==> src/rtl/assert_macros.svh <==
// Assertion helpers for the oscillator RTL.
`ifndef ASSERT_MACROS_SVH
`define ASSERT_MACROS_SVH

// Check a property on every clock edge outside reset.
`define WMO_ASSERT(lbl, prop) \
  lbl: assert property (@(posedge clk_i) disable iff (!rst_ni) prop) \
    else $error("wmo assertion failed");

// Check a property on every clock edge, reset included.
`define WMO_ASSERT_RST(lbl, prop) \
  lbl: assert property (@(posedge clk_i) prop) \
    else $error("wmo reset assertion failed");

`endif

==> src/rtl/wmo_pkg.sv <==
// ----------------------------------------------------------------------------
// wmo_pkg
// Constants, types and the 2^x table of the wavetable morph oscillator.
// ----------------------------------------------------------------------------
package wmo_pkg;

  localparam int TABLE_BITS  = 8;
  localparam int BANK_BITS   = 3;
  localparam int WAVE_BITS   = 3;
  localparam int ADDR_BITS   = BANK_BITS + WAVE_BITS + TABLE_BITS;
  localparam int MEM_DEPTH   = 1 << ADDR_BITS;
  localparam int SAMPLE_BITS = 16;

  localparam logic [3:0]  MAX_BANKS      = 4'd8;
  localparam logic [3:0]  MAX_WAVES      = 4'd8;
  localparam logic [31:0] BASE_INC_RESET = 32'd23410276;

  // Register word indexes
  localparam logic [1:0] REG_BANK_COUNT = 2'd0;
  localparam logic [1:0] REG_WAVE_COUNT = 2'd1;
  localparam logic [1:0] REG_BASE_INC   = 2'd2;

  // Operands of the shared multiplier
  typedef struct packed {
    logic signed [32:0] a;
    logic signed [24:0] b;
  } mul_op_t;

  // 2^(k/16) in Q2.16
  function automatic logic [17:0] exp2_lut(input logic [4:0] k);
    logic [17:0] v;
    case (k)
      5'd0:    v = 18'd65536;
      5'd1:    v = 18'd68438;
      5'd2:    v = 18'd71468;
      5'd3:    v = 18'd74632;
      5'd4:    v = 18'd77936;
      5'd5:    v = 18'd81386;
      5'd6:    v = 18'd84990;
      5'd7:    v = 18'd88752;
      5'd8:    v = 18'd92682;
      5'd9:    v = 18'd96785;
      5'd10:   v = 18'd101070;
      5'd11:   v = 18'd105545;
      5'd12:   v = 18'd110218;
      5'd13:   v = 18'd115098;
      5'd14:   v = 18'd120194;
      5'd15:   v = 18'd125515;
      5'd16:   v = 18'd131072;
      default: v = 18'd131072;
    endcase
    return v;
  endfunction

endpackage

==> src/rtl/wmo_mul.sv <==
// ----------------------------------------------------------------------------
// wmo_mul
// Shared signed multiplier with a registered product.
// ----------------------------------------------------------------------------
module wmo_mul
  import wmo_pkg::*;
(
  input  logic               clk_i,
  input  mul_op_t            op_i,
  output logic signed [57:0] prod_o
);

  logic signed [57:0] prod_q;

  // Register the product every cycle
  always_ff @(posedge clk_i) begin
    prod_q <= op_i.a * op_i.b;
  end

  assign prod_o = prod_q;

endmodule

==> config.mk <==
export PLATFORM = sky130hd
export DESIGN_NAME = wmo_mul
export DESIGN_NICKNAME = d
export VERILOG_FILES = /design/src/rtl/assert_macros.svh /design/src/rtl/wmo_pkg.sv /design/src/rtl/wmo_mul.sv
export SDC_FILE = /design/constraint.sdc
export NUM_CORES = 2
export LEC_CHECK = 0
export ABC_AREA = 1
export BUFFER_PORTS_ARGS = -buffer_cell sky130_fd_sc_hd__clkbuf_2
export CAP_MARGIN = 5
export CORE_ASPECT_RATIO = 1.25
export CORE_UTILIZATION = 60
export DETAILED_ROUTE_END_ITERATION = 10
export PLACE_DENSITY = 0.76
export SETUP_SLACK_MARGIN = 0.05
export SYNTH_ARGS = -nofsm -noshare
export SYNTH_HDL_FRONTEND = slang
export SYNTH_SLANG_ARGS = --single-unit
==> constraint.sdc <==
create_clock -name clk_i -period 16.92 [get_ports clk_i]
set_clock_uncertainty 0.05 [all_clocks]
set_input_delay 1.692 -clock clk_i [delete_from_list [all_inputs] [get_ports clk_i]]
set_output_delay 1.692 -clock clk_i [all_outputs]
set_load 0.02 [all_outputs]
==> impl_metrics.py <==
metrics = {
    "routing": {
        "drc_errors": 0,
        "first_pass_iters": 6,
        "via_per_inst": 5.21,
        "dr_total_vias": 25400,
        "postRouteWirelength_mm": 85.4,
        "postRouteAntennaNets": 0,
        "drtIter0Drc": 1851,
        "wl_per_cell_um": 17.5,
    },
    "synth": {
        "post_synth_main_area_contributors": "fa_1, inv_1, nand2_1",
        "post-synth-top-area-fraction_pct": 52.0,
        "yosys.area_share.xor_xnor_pct": 0.972,
        "synth_fa_ha_area_share_pct": 58.0,
        "synthMuxAreaShare_pct": 0,
        "synth.distinct_cells": 34,
        "synth-simple-area-share_pct": 17.8,
        "synth-compound-area-share_pct": 1.38,
        "synth-seq-cells": 58,
        "synth_edf_count": 0,
        "synth_top_cells_by_count": "inv_1, nand2_1, fa_1",
        "ys_async_sr_fraction_pct": 0,
        "synthCells": 4215,
        "yosys.area.top_type": "fa_1",
        "synth.avg_cell_area_um2": 7.70,
        "yosysSeqAreaShare_pct": 3.58,
        "netlist_area_um2": 32400,
        "synth_top_family_by_area": "adder cells",
        "yosys_warnings": 0,
        "syn_nets": 5273,
        "synth_ff_type": "dfxtp_1",
        "synth_most_common_cell": "inv_1",
    },
    "flow_run": {
        "maxCapViolCount": 0,
    },
    "setup_path": {
        "timing.critical_path.buf_inv": 5,
        "critPathMaxFanout": 33,
        "slowest_stage": "fa_1",
        "cp-start-kind": "primary input",
        "arrival_ps": 8370,
        "worstSetupPathType": "primary input to register",
        "cp-end-kind": "register",
        "cp_top_family": "adder cells",
        "crit_top_cell": "fa_1",
        "worstPathCellList": "clkbuf_2 -> buf_4 -> nand2_1 -> inv_1 -> fa_1 -> fa_1 -> inv_1 -> fa_1 -> inv_1 -> fa_1 -> fa_1 -> fa_1 -> fa_1 -> ha_1 -> nand2_1 -> nor2_1 -> nand2_1 -> nor3_1 -> o21ai_0 -> nand4_1 -> nand2_1",
        "critPathMaxStageDelay_ps": 850,
        "cp_data_required_time_ps": 17120,
    },
    "grt": {
        "grt_pass1_wl_mm": 141,
        "grt_pass1_vias": 27200,
        "track_usage_pct": 33.1,
        "grt_max_degree": 34,
        "antenna_found_initial": 3,
        "overflow": 0,
    },
    "clocking": {
        "numCtsBuffers": 9,
        "clock_sinks": 58,
        "ctsHoldBuffers": 0,
        "cts_setup_buffers": 0,
        "clock_tree.root_cell": "clkbuf_16",
        "clkTransAtPathRegs_ps": 60,
        "cts_buffer_depth": 2,
        "cts_tree": "done",
        "htree_num_levels": 3,
        "cts_resized": 0,
    },
    "cells_and_area": {
        "fin_nets": 5217,
        "area_growth_pct": 3.66,
        "utilization_pct": 63.4,
        "drive_gt1_share_pct": 4.51,
        "largest_reg_flops": 58,
    },
    "timing": {
        "relSlewSlack_pct": 29.2,
        "finalSetupViolations": 0,
        "min_period_over_period_pct": 48.3,
        "rsz0062_at_grt": "false",
        "timing.final.hold_violations": 0,
        "clock.fmax_ghz": 0.122,
        "slew_violations": 0,
        "worst_pin_slew_ps": 1060,
        "layout_min_cycle_time_ps": 8180,
        "tns_ps": 0,
    },
    "die": {
        "core_area_um2": 53000,
        "die_x_um": 210,
        "initial_core_util_pct": 61.2,
        "rows": 94,
        "dieArea_um2": 55000,
        "die_y_um": 262,
        "ioPinCount": 117,
    },
    "run_status": {
        "status": "finished clean",
    },
    "hold_path": {
        "hold_class": "primary input to register",
    },
    "place": {
        "dp_hpwl_mm": 71.6,
        "io_buffers": 116,
        "gp_congestion": 0.993,
    },
}
==> cells by family (layout without fill, tap and decap cells) <==
family / Yosys count / after routing
adders and majority gates: 999 / 999
xor gates and xnor gates: 36 / 36
buffers and inverters: 1576 / 1525
and+or+nand+nor: 1464 / 1464
AOI/OAI and AO/OA: 82 / 82
DFF: 58 / 58
other: 0 / 3
==> per-stage QoR <==
stage | cell area (um^2) | hold slack (ps) | std cells | setup slack [ps]
after floorplan | 32400 | 1920 | 4215 | 9070
after global placement | 33300 | 2060 | 4868 | 8450
after detailed placement | 33300 | 2060 | 4868 | 8380
after CTS | 33600 | 1790 | 4884 | 8720
after global routing | 33600 | 1840 | 4887 | 8260
final | 33600 | 1790 | 4887 | 8740
==> layer usage <==
layer  up-vias  share of wire [%]  track usage (%)
met5         -                  0                0
met4         0                4.0             11.7
met3       247                7.5             3.66
met2      1105                 52             60.2
met1     12700                 36             41.1
li1      11300                  -                -
==> placed cells by master, fill, tap and decap left out, drive strengths merged, types with 2 or more instances in the layout <==
| cell | n |
|---|---|
| dfxtp | 58 |
| o21ai | 17 |
| nand2 | 1226 |
| or2 | 7 |
| nand3 | 65 |
| clkinvlp | 2 |
| buf | 15 |
| xor2 | 31 |
| fa | 842 |
| o21bai | 11 |
| bufinv | 2 |
| ha | 157 |
| nor2 | 130 |
| clkbuf | 126 |
| nand4 | 18 |
| xnor2 | 5 |
| nand3b | 2 |
| diode | 3 |
| nor3 | 12 |
| a21oi | 50 |
| clkinv | 2 |
| inv | 1378 |
==> cell type report <==
cell class,count,area (um^2)
Multi-Input combinational cell,2581,25400
Fill cell,4644,19400
Inverter,1378,5170
Sequential cell,58,1160
Tap cell,720,901
Timing Repair Buffer,131,693
Clock buffer,10,239
Clock inverter,6,88.8
Antenna cell,3,7.51
==> worst paths after layout <==
kind	from	end	slack (ps)	cells past startpoint
setup / recovery	op_i[1]	prod_o[49]$_DFF_P_	8740	21
hold / removal	op_i[25]	prod_o[0]$_DFF_P_	1790	4
Power is not shown: default switching activity piles up to over one toggle a cycle in this logic, so the estimate is an artifact.
